**config.mk**
```make
export PLATFORM = sky130hd
export DESIGN_NAME = dual_period_capture_with_timeout_top
export DESIGN_NICKNAME = d
export VERILOG_FILES = /design/src/dpc_pkg.sv /design/src/dpc_channel.sv /design/src/dpc_odo.sv /design/src/dual_period_capture_with_timeout_top.sv
export SDC_FILE = /design/constraint.sdc
export NUM_CORES = 1
export LEC_CHECK = 0
export BUFFER_PORTS_ARGS = -buffer_cell sky130_fd_sc_hd__clkbuf_2
export CELL_PAD_IN_SITES_DETAIL_PLACEMENT = 1
export CELL_PAD_IN_SITES_GLOBAL_PLACEMENT = 1
export CORE_ASPECT_RATIO = 0.8
export CORE_MARGIN = 3
export CORE_UTILIZATION = 42
export DETAILED_ROUTE_END_ITERATION = 8
export PLACE_DENSITY = 0.75
export SLEW_MARGIN = 20
export SYNTH_ARGS = -nofsm -noshare
export SYNTH_HDL_FRONTEND = slang
export SYNTH_SLANG_ARGS = --single-unit
```
**constraint.sdc**
```tcl
create_clock -name aclk -period 4.4 [get_ports aclk]
set_clock_uncertainty 0.05 [all_clocks]
set_input_delay 0.66 -clock aclk [delete_from_list [all_inputs] [get_ports aclk]]
set_output_delay 0.66 -clock aclk [all_outputs]
set_load 0.02 [all_outputs]
```
**src/dpc_pkg.sv**
```systemverilog
// ----------------------------------------------------------------------------
// dpc_pkg
// shared types and constants of the dual period capture block
// ----------------------------------------------------------------------------
package dpc_pkg;

    localparam int unsigned STAMP_W   = 16;
    localparam int unsigned COUNT_W   = 16;
    localparam int unsigned PERIOD_W  = 32;
    localparam int unsigned EDGE_W    = 8;
    localparam int unsigned CFG_W     = 16;
    localparam int unsigned S_DATA_W  = 16;
    localparam int unsigned S_USER_W  = 2;
    localparam int unsigned M_DATA_W  = 72;

    localparam logic [COUNT_W-1:0] COUNT_MAX = '1;

    localparam logic [EDGE_W-1:0]  ODO_DIVIDER_RST = 8'd3;
    localparam logic [COUNT_W-1:0] TIMEOUT_RST     = 16'd3;

    // configuration register indexes
    typedef enum logic {
        REG_ODO_DIVIDER = 1'b0,
        REG_TIMEOUT     = 1'b1
    } cfg_reg_t;

    // event codes
    typedef enum logic [1:0] {
        EV_SPEED    = 2'd0,
        EV_TACH     = 2'd1,
        EV_OVERFLOW = 2'd2,
        EV_ODO_ACK  = 2'd3
    } event_kind_t;

    typedef struct packed {
        logic capture;
        logic overflow;
    } chan_ctrl_t;

    typedef struct packed {
        logic speed_edge;
        logic ack;
    } odo_ctrl_t;

endpackage

```
**src/dpc_channel.sv**
```systemverilog
// ----------------------------------------------------------------------------
// dpc_channel
// one capture channel: phase, first stamp, overflow count and period
// ----------------------------------------------------------------------------
module dpc_channel (
    input  logic                           aclk,
    input  logic                           aresetn,
    input  dpc_pkg::chan_ctrl_t            ctrl,
    input  logic [dpc_pkg::STAMP_W-1:0]    stamp,
    input  logic [dpc_pkg::COUNT_W-1:0]    timeout,
    output logic [dpc_pkg::PERIOD_W-1:0]   period_next
);
    import dpc_pkg::*;

    logic                phase_reg, phase_next;
    logic [STAMP_W-1:0]  first_reg, first_next;
    logic [COUNT_W-1:0]  ovf_reg, ovf_next;
    logic [COUNT_W-1:0]  ovf_inc;
    logic [PERIOD_W-1:0] period_reg;

    always_comb begin
        phase_next  = phase_reg;
        first_next  = first_reg;
        ovf_next    = ovf_reg;
        period_next = period_reg;
        ovf_inc     = (ovf_reg != COUNT_MAX) ? ovf_reg + 1'b1 : ovf_reg;
        if (ctrl.capture) begin
            ovf_next = '0;
            if (!phase_reg) begin
                first_next = stamp;
                phase_next = 1'b1;
            end else begin
                // overflow count supplies the upper half of the elapsed time
                period_next = {ovf_reg, stamp} - {{(PERIOD_W-STAMP_W){1'b0}}, first_reg};
                phase_next  = 1'b0;
            end
        end else if (ctrl.overflow) begin
            if (ovf_inc > timeout) begin
                ovf_next    = '0;
                period_next = '0;
                phase_next  = 1'b0;
            end else begin
                ovf_next = ovf_inc;
            end
        end
    end

    always_ff @(posedge aclk) begin
        if (!aresetn) begin
            phase_reg  <= 1'b0;
            first_reg  <= '0;
            ovf_reg    <= '0;
            period_reg <= '0;
        end else begin
            phase_reg  <= phase_next;
            first_reg  <= first_next;
            ovf_reg    <= ovf_next;
            period_reg <= period_next;
        end
    end

endmodule

```
**src/dpc_odo.sv**
```systemverilog
// ----------------------------------------------------------------------------
// dpc_odo
// speed edge divider and odometer pending flag
// ----------------------------------------------------------------------------
module dpc_odo (
    input  logic                         aclk,
    input  logic                         aresetn,
    input  dpc_pkg::odo_ctrl_t           ctrl,
    input  logic [dpc_pkg::EDGE_W-1:0]   divider,
    output logic                         flag_next
);
    import dpc_pkg::*;

    logic              flag_reg;
    logic [EDGE_W-1:0] edge_reg, edge_next;
    logic [EDGE_W-1:0] edge_inc;

    always_comb begin
        edge_next = edge_reg;
        flag_next = flag_reg;
        edge_inc  = edge_reg + 1'b1;
        if (ctrl.speed_edge && !flag_reg) begin
            // divider holds while a tick is pending
            if (edge_inc >= divider) begin
                edge_next = '0;
                flag_next = 1'b1;
            end else begin
                edge_next = edge_inc;
            end
        end else if (ctrl.ack) begin
            flag_next = 1'b0;
        end
    end

    always_ff @(posedge aclk) begin
        if (!aresetn) begin
            flag_reg <= 1'b0;
            edge_reg <= '0;
        end else begin
            flag_reg <= flag_next;
            edge_reg <= edge_next;
        end
    end

endmodule

```
**src/dual_period_capture_with_timeout_top.sv**
```systemverilog
// ----------------------------------------------------------------------------
// dual_period_capture_with_timeout_top
// two-channel period meter on a shared 16-bit timer with overflow timeout
// ----------------------------------------------------------------------------
// Each request on the slave side is one event: a speed capture, a tach
// capture, a timer overflow or an odometer acknowledge. Every event yields
// exactly one result holding both channel periods and the odometer pending
// flag as they stand after that event. A capture alternately stores a first
// timestamp or closes a period of {overflows, stamp} - first ticks, mod 2^32.
// Overflow events count per channel; a count above timeout_overflows zeroes
// that channel's period. A speed edge, unless a tick is pending, advances a
// divider that raises odo_pending after odo_divider edges; an acknowledge
// clears it. The block takes one event per clock unless a result stalls: an
// input register feeds a single pass of update logic into the result
// register, and the output register lets a new event enter while a result
// waits. The user must write configuration only while the block is idle; the block does not enforce it.
// ----------------------------------------------------------------------------
module dual_period_capture_with_timeout_top (
    input  logic                          aclk,
    input  logic                          aresetn,
    // configuration write port
    input  logic                          cfg_wr_en,
    input  logic                          cfg_addr,
    input  logic [dpc_pkg::CFG_W-1:0]     cfg_wdata,
    // event requests
    input  logic                          s_tvalid,
    output logic                          s_tready,
    input  logic [dpc_pkg::S_DATA_W-1:0]  s_tdata,   // [15:0] capture_value
    input  logic [dpc_pkg::S_USER_W-1:0]  s_tuser,   // [1:0] event_kind
    // results
    output logic                          m_tvalid,
    input  logic                          m_tready,
    output logic [dpc_pkg::M_DATA_W-1:0]  m_tdata    // [31:0] speed_period,
                                                     // [63:32] tach_period,
                                                     // [64] odo_pending, rest zero
);
    import dpc_pkg::*;

    // configuration registers
    logic [EDGE_W-1:0]   odo_divider_reg;
    logic [COUNT_W-1:0]  timeout_reg;

    // input register
    logic                in_valid_reg;
    event_kind_t         kind_reg;
    logic [STAMP_W-1:0]  stamp_reg;

    // result register
    logic                out_valid_reg;
    logic [M_DATA_W-1:0] out_data_reg;

    logic                advance;
    chan_ctrl_t          speed_ctrl, tach_ctrl;
    odo_ctrl_t           odo_ctrl;
    logic [PERIOD_W-1:0] speed_period_next, tach_period_next;
    logic                odo_flag_next;

    // the update stage fires when its item can land in the result register
    assign advance  = in_valid_reg && (!out_valid_reg || m_tready);
    assign s_tready = !in_valid_reg || advance;
    assign m_tvalid = out_valid_reg;
    assign m_tdata  = out_data_reg;

    // config writes
    always_ff @(posedge aclk) begin
        if (!aresetn) begin
            odo_divider_reg <= ODO_DIVIDER_RST;
            timeout_reg     <= TIMEOUT_RST;
        end else if (cfg_wr_en) begin
            unique case (cfg_reg_t'(cfg_addr))
                REG_ODO_DIVIDER: odo_divider_reg <= cfg_wdata[EDGE_W-1:0];
                REG_TIMEOUT:     timeout_reg     <= cfg_wdata[COUNT_W-1:0];
                default: ;
            endcase
        end
    end

    // input register
    always_ff @(posedge aclk) begin
        if (!aresetn) begin
            in_valid_reg <= 1'b0;
        end else if (s_tready) begin
            in_valid_reg <= s_tvalid;
        end
    end

    always_ff @(posedge aclk) begin
        if (s_tvalid && s_tready) begin
            kind_reg  <= event_kind_t'(s_tuser);
            stamp_reg <= s_tdata[STAMP_W-1:0];
        end
    end

    // event decode, gated by the update strobe
    always_comb begin
        speed_ctrl = '0;
        tach_ctrl  = '0;
        odo_ctrl   = '0;
        if (advance) begin
            unique case (kind_reg)
                EV_SPEED: begin
                    speed_ctrl.capture  = 1'b1;
                    odo_ctrl.speed_edge = 1'b1;
                end
                EV_TACH: begin
                    tach_ctrl.capture = 1'b1;
                end
                EV_OVERFLOW: begin
                    // the timer is shared, so both channels see the overflow
                    speed_ctrl.overflow = 1'b1;
                    tach_ctrl.overflow  = 1'b1;
                end
                EV_ODO_ACK: begin
                    odo_ctrl.ack = 1'b1;
                end
                default: ;
            endcase
        end
    end

    dpc_channel u_speed (
        .aclk        (aclk),
        .aresetn     (aresetn),
        .ctrl        (speed_ctrl),
        .stamp       (stamp_reg),
        .timeout     (timeout_reg),
        .period_next (speed_period_next)
    );

    dpc_channel u_tach (
        .aclk        (aclk),
        .aresetn     (aresetn),
        .ctrl        (tach_ctrl),
        .stamp       (stamp_reg),
        .timeout     (timeout_reg),
        .period_next (tach_period_next)
    );

    dpc_odo u_odo (
        .aclk      (aclk),
        .aresetn   (aresetn),
        .ctrl      (odo_ctrl),
        .divider   (odo_divider_reg),
        .flag_next (odo_flag_next)
    );

    // result register: snapshot of state after the event
    always_ff @(posedge aclk) begin
        if (!aresetn) begin
            out_valid_reg <= 1'b0;
        end else if (advance) begin
            out_valid_reg <= 1'b1;
        end else if (m_tready) begin
            out_valid_reg <= 1'b0;
        end
    end

    always_ff @(posedge aclk) begin
        if (advance) begin
            out_data_reg <= {{(M_DATA_W-2*PERIOD_W-1){1'b0}}, odo_flag_next,
                             tach_period_next, speed_period_next};
        end
    end

    // an acknowledge always reports the flag cleared
    assert property (@(posedge aclk) disable iff (!aresetn)
        (advance && kind_reg == EV_ODO_ACK) |=> !m_tdata[2*PERIOD_W])
        else $error("odo_pending set after acknowledge");

    // a result appears only from the update stage
    assert property (@(posedge aclk) disable iff (!aresetn)
        $rose(m_tvalid) |-> $past(advance))
        else $error("result without an update");

    // an empty input register always takes a request
    assert property (@(posedge aclk) disable iff (!aresetn)
        !in_valid_reg |-> s_tready)
        else $error("input stalled while empty");

    // a stalled result blocks the update stage
    assert property (@(posedge aclk) disable iff (!aresetn)
        (out_valid_reg && !m_tready) |-> !advance)
        else $error("update overwrote a pending result");

endmodule

```
==> Flow_metrics.wiki <==
{| class="wikitable"
! Metric !! Value
|-
| Number of nets still failing antenna checks after routing || 0
|-
| Maximum single-stage delay on the critical path || 0.54 ns
|-
| Synth cell types || 74
|-
| Clock latency reported for the late side of the worst-skew pair || 0.55 ns
|-
| Hold WC Path Type || in -> reg
|-
| CTS Buffer Depth || 3
|-
| Setup CP Type || reg -> reg
|-
| Cells along the critical path || and4_1 > nand4_1 > and2_1 > nand3_1 > xnor2_1 > ha_1 > nand4_1 > nor4_2 > a21bo_2 > o211ai_1 > nand3_1 > and2_1 > buf_4 > a21o_1
|-
| Synthesis-stage register bit count || 248
|-
| Share of the yosys chip area belonging to registers || 0.4298
|-
| Synthesized-area fraction occupied by and/or/nand/nor cells || 0.1874
|-
| Largest register FFs || 65
|-
| Clock Sink Count || 248
|-
| Pin count of the biggest net entering global routing || 67
|-
| Placement Rows || 58
|-
| Part of the power in the clock network || 0.414
|-
| Via-per-instance ratio || 5.785
|-
| Post-route minimum period || 4.202 ns
|-
| Per-instance average area after synthesis || 8.995 um2
|-
| Synth warnings || 0
|-
| Total internal power || 3.825 mW
|-
| Detailed-router iteration count before antenna repair || 5
|-
| Post-synthesis instance area || 13,480 um2
|-
| Placeable Area || 31,570 um2
|-
| Number of antenna violations at the first check in global routing || 1
|-
| Fraction of power spent switching nets || 0.2657
|-
| Asr flop ratio synth || 0
|-
| Half-perimeter wire length after detailed placement || 29,150 um
|-
| Count of buffers from port buffering || 106
|-
| Number of hold violations in the final report || 0
|-
| Num CTS Buffers || 27
|-
| Master cell of the clock root buffer || sky130_fd_sc_hd__clkbuf_16
|-
| Data required time at the worst endpoint || 4.65 ns
|-
| Power dissipated by switching net loads || 1.384 mW
|-
| Ports placed on the boundary || 114
|-
| Portion of total power attributed to sequential cells || 0.472
|-
| Placer Congestion || 0.8939
|-
| Measured slew at the worst slew-check pin || 1.108 ns
|-
| Wire length of the first global-routing pass || 63,720 um
|-
| Starting density of the core || 0.4272
|-
| Die span in y || 166.3 um
|-
| Overflow after GRT || 0
|-
| Wire length per cell after detailed routing || 19.58 um
|-
| P per Cell Area || 340.6 nW/um2
|-
| CTS tree || done
|-
| Share of cell area taken by muxes after synthesis || 0.007702
|-
| Cells after synthesis || 1,499
|-
| Largest family of logic cells by synthesized area || compound AO/OA/AOI/OAI gates
|-
| Antenna Diode Count || 0
|-
| Number of maximum-capacitance violations || 0
|-
| Pleak || 6.029 nW
|-
| H-tree depth || 1
|-
| Area fraction in compound gates after synthesis || 0.1999
|-
| Setup-failing EPs final || 0
|-
| Library cell contributing the largest single delay on the critical path || sky130_fd_sc_hd__dfxtp_1
|-
| Final Max Tran Viols || 0
|-
| Status || complete, no violations
|-
| Post-layout utilization of the core || 0.4845
|-
| Synthesized-area fraction occupied by adder cells || 0.07442
|-
| Final sum of negative setup slack || 0 ns
|-
| Area share of xor/xnor cells in the synthesized design || 0.05001
|-
| RSZ-0062 raised after global routing || no
|-
| Layout Nets || 1,699
|-
| Area of the die || 34,300 um2
|-
| Post-route clock period utilization || 0.9550
|-
| Total detailed-routing wirelength || 39,560 um
|-
| Number of global-route vias before repair || 11,794
|-
| Highest fanout seen on the critical path || 12
|-
| Number of enable-type register cells in the synthesized netlist || 83
|-
| Clock input transition at the sequential cells of the worst setup and hold paths || 0.06 ns
|-
| Predominant post-synthesis flop cell || sky130_fd_sc_hd__dfxtp_1
|-
| Overall routing resource usage || 0.2271
|-
| Slew margin rel. || 0.2558
|-
| Worst Path Arrival || 4.45 ns
|-
| Highest clock rate || 238.0 MHz
|-
| Critical Path End Type || register
|-
| Ratio of cells with drive above 1 in the final layout || 0.1300
|-
| Width of the chip || 206.3 um
|-
| Maximum vdd drop || 0.2843 mV
|-
| Critical path launch point type || register
|-
| Total via count after detailed routing || 11,686
|-
| DR DRC count || 0
|-
| DRT iter0 DRCs || 810
|-
| Area growth from synthesis to layout || 13.43%
|-
| Combinational cell fraction of total power || 0.115
|}
-- layout make-up --
class,count,area [um2]
tap,420,525.5
fill,3661,16270
inverter,75,281.5
clock inverter,15,113.9
multi-input combinational,1085,7054
clock buffer,34,711.9
timing repair buffer,143,808.3
sequential,248,5799
-- cells by family after synthesis --
group / count (synthesis)
simple gates: 522
compound gates: 390
flops: 248
buf+inv: 172
fa+ha+maj: 79
xor+xnor: 77
mux: 10
other cells: 1
-- synth_stat cells, drive strengths merged, types with 6 or more instances --
library cell | instances | area share
nand3 | 63 | 0.023
dfxtp | 165 | 0.24
xnor2 | 46 | 0.030
nand2 | 204 | 0.057
o21a | 12 | 0.0067
o31ai | 6 | 0.0033
nor3 | 18 | 0.0067
a22o | 45 | 0.029
and3 | 30 | 0.014
nand2b | 13 | 0.0060
o21ai | 43 | 0.016
and4 | 9 | 0.0058
clkbuf | 83 | 0.023
nand4 | 17 | 0.0079
ha | 77 | 0.071
a21o | 14 | 0.0078
or3 | 9 | 0.0042
a211oi | 10 | 0.0056
o211ai | 11 | 0.0061
a31oi | 12 | 0.0056
or4 | 7 | 0.0042
inv | 75 | 0.021
nor2 | 84 | 0.023
nor2b | 11 | 0.0051
xor2 | 31 | 0.020
o2bb2ai | 57 | 0.037
nor3b | 6 | 0.0033
a21oi | 131 | 0.049
a211o | 8 | 0.0052
edfxtp | 83 | 0.18
mux2i | 7 | 0.0052
nor4 | 19 | 0.0093
and2 | 20 | 0.0093
buf | 14 | 0.0065
-- power groups by stage --
stage	logic (mW)	clock network, mW	registers (mW)
finish	0.598	2.15	2.46
CTS	0.595	2.21	2.46
global route	0.659	2.30	2.46
detailed placement	0.589	0	2.51
global placement	0.574	0	2.51
floorplan	0.381	0	2.52
-- stage by stage --
step / hold slack, ns / total power, mW / instance area, um2 / setup WS (ns) / std cells
global placement: 0.3897 / 3.079 / 14450 / 0.3530 / 1971
detailed placement: 0.3970 / 3.096 / 14450 / 0.1361 / 1971
floorplan: 0.3764 / 2.903 / 13510 / 0.2213 / 1505
CTS: 0.2076 / 5.263 / 15280 / 0.05466 / 2020
finish: 0.2281 / 5.209 / 15290 / 0.1979 / 2020
global route: 0.2033 / 5.421 / 15290 / 0.02931 / 2020
-- metal layers --
| layer | part of all wire | track usage |
|---|---|---|
| met1 | 0.46 | 0.3232 |
| met2 | 0.46 | 0.3661 |
| met3 | 0.048 | 0.02939 |
| met4 | 0.026 | 0.05870 |
| met5 | 0 | 0 |
-- critical path: cells and delay by family (launching register included) --
| kind | cells | cell delay [ns] |
|---|---|---|
| xor+xnor | 1 | 0.11 |
| simple gates | 8 | 2.14 |
| fa+ha+maj | 1 | 0.28 |
| compound gates | 3 | 0.58 |
| flops | 1 | 0.54 |
| buf+inv | 1 | 0.25 |
-- timing repair --
action / in CTS / in global routing
hold buffers: 0 / 0
buffers inserted: 0 / 0
setup endpoints to repair: 0 / 26
gates resized for setup: 0 / 4
hold endpoints to repair: 0 / 0
-- placed cells by master, fill, tap and decap left out, types with 14 or more instances in the layout --
master / count
sky130_fd_sc_hd__a21o_1: 14
sky130_fd_sc_hd__xor2_1: 31
sky130_fd_sc_hd__inv_1: 74
sky130_fd_sc_hd__nand2_1: 204
sky130_fd_sc_hd__xnor2_1: 46
sky130_fd_sc_hd__nor2_1: 80
sky130_fd_sc_hd__and2_1: 19
sky130_fd_sc_hd__nand4_1: 17
sky130_fd_sc_hd__nor3_1: 18
sky130_fd_sc_hd__a21oi_1: 131
sky130_fd_sc_hd__and3_1: 30
sky130_fd_sc_hd__o2bb2ai_1: 57
sky130_fd_sc_hd__nor4_1: 17
sky130_fd_sc_hd__dfxtp_1: 162
sky130_fd_sc_hd__a22o_1: 45
sky130_fd_sc_hd__ha_1: 77
sky130_fd_sc_hd__o21ai_0: 35
sky130_fd_sc_hd__nand3_1: 63
sky130_fd_sc_hd__clkbuf_2: 106
sky130_fd_sc_hd__buf_4: 37
sky130_fd_sc_hd__edfxtp_1: 83
sky130_fd_sc_hd__clkbuf_16: 27
-- final timing paths --
kind	cells past startpoint	endpoint	startpoint	slack, ns
min reg2reg	2	u_tach.first_reg[11]$_SDFFE_PN0P_	u_tach.first_reg[11]$_SDFFE_PN0P_	0.41
min	1	stamp_reg[1]$_DFFE_PP_	s_tdata[1]	0.23
max reg2reg	14	m_tdata[29]$_DFFE_PP_	u_speed.ovf_reg[9]$_SDFFE_PP0P_	0.20
max	14	m_tdata[29]$_DFFE_PP_	u_speed.ovf_reg[9]$_SDFFE_PP0P_	0.20
(Power assumes the default switching activity.)
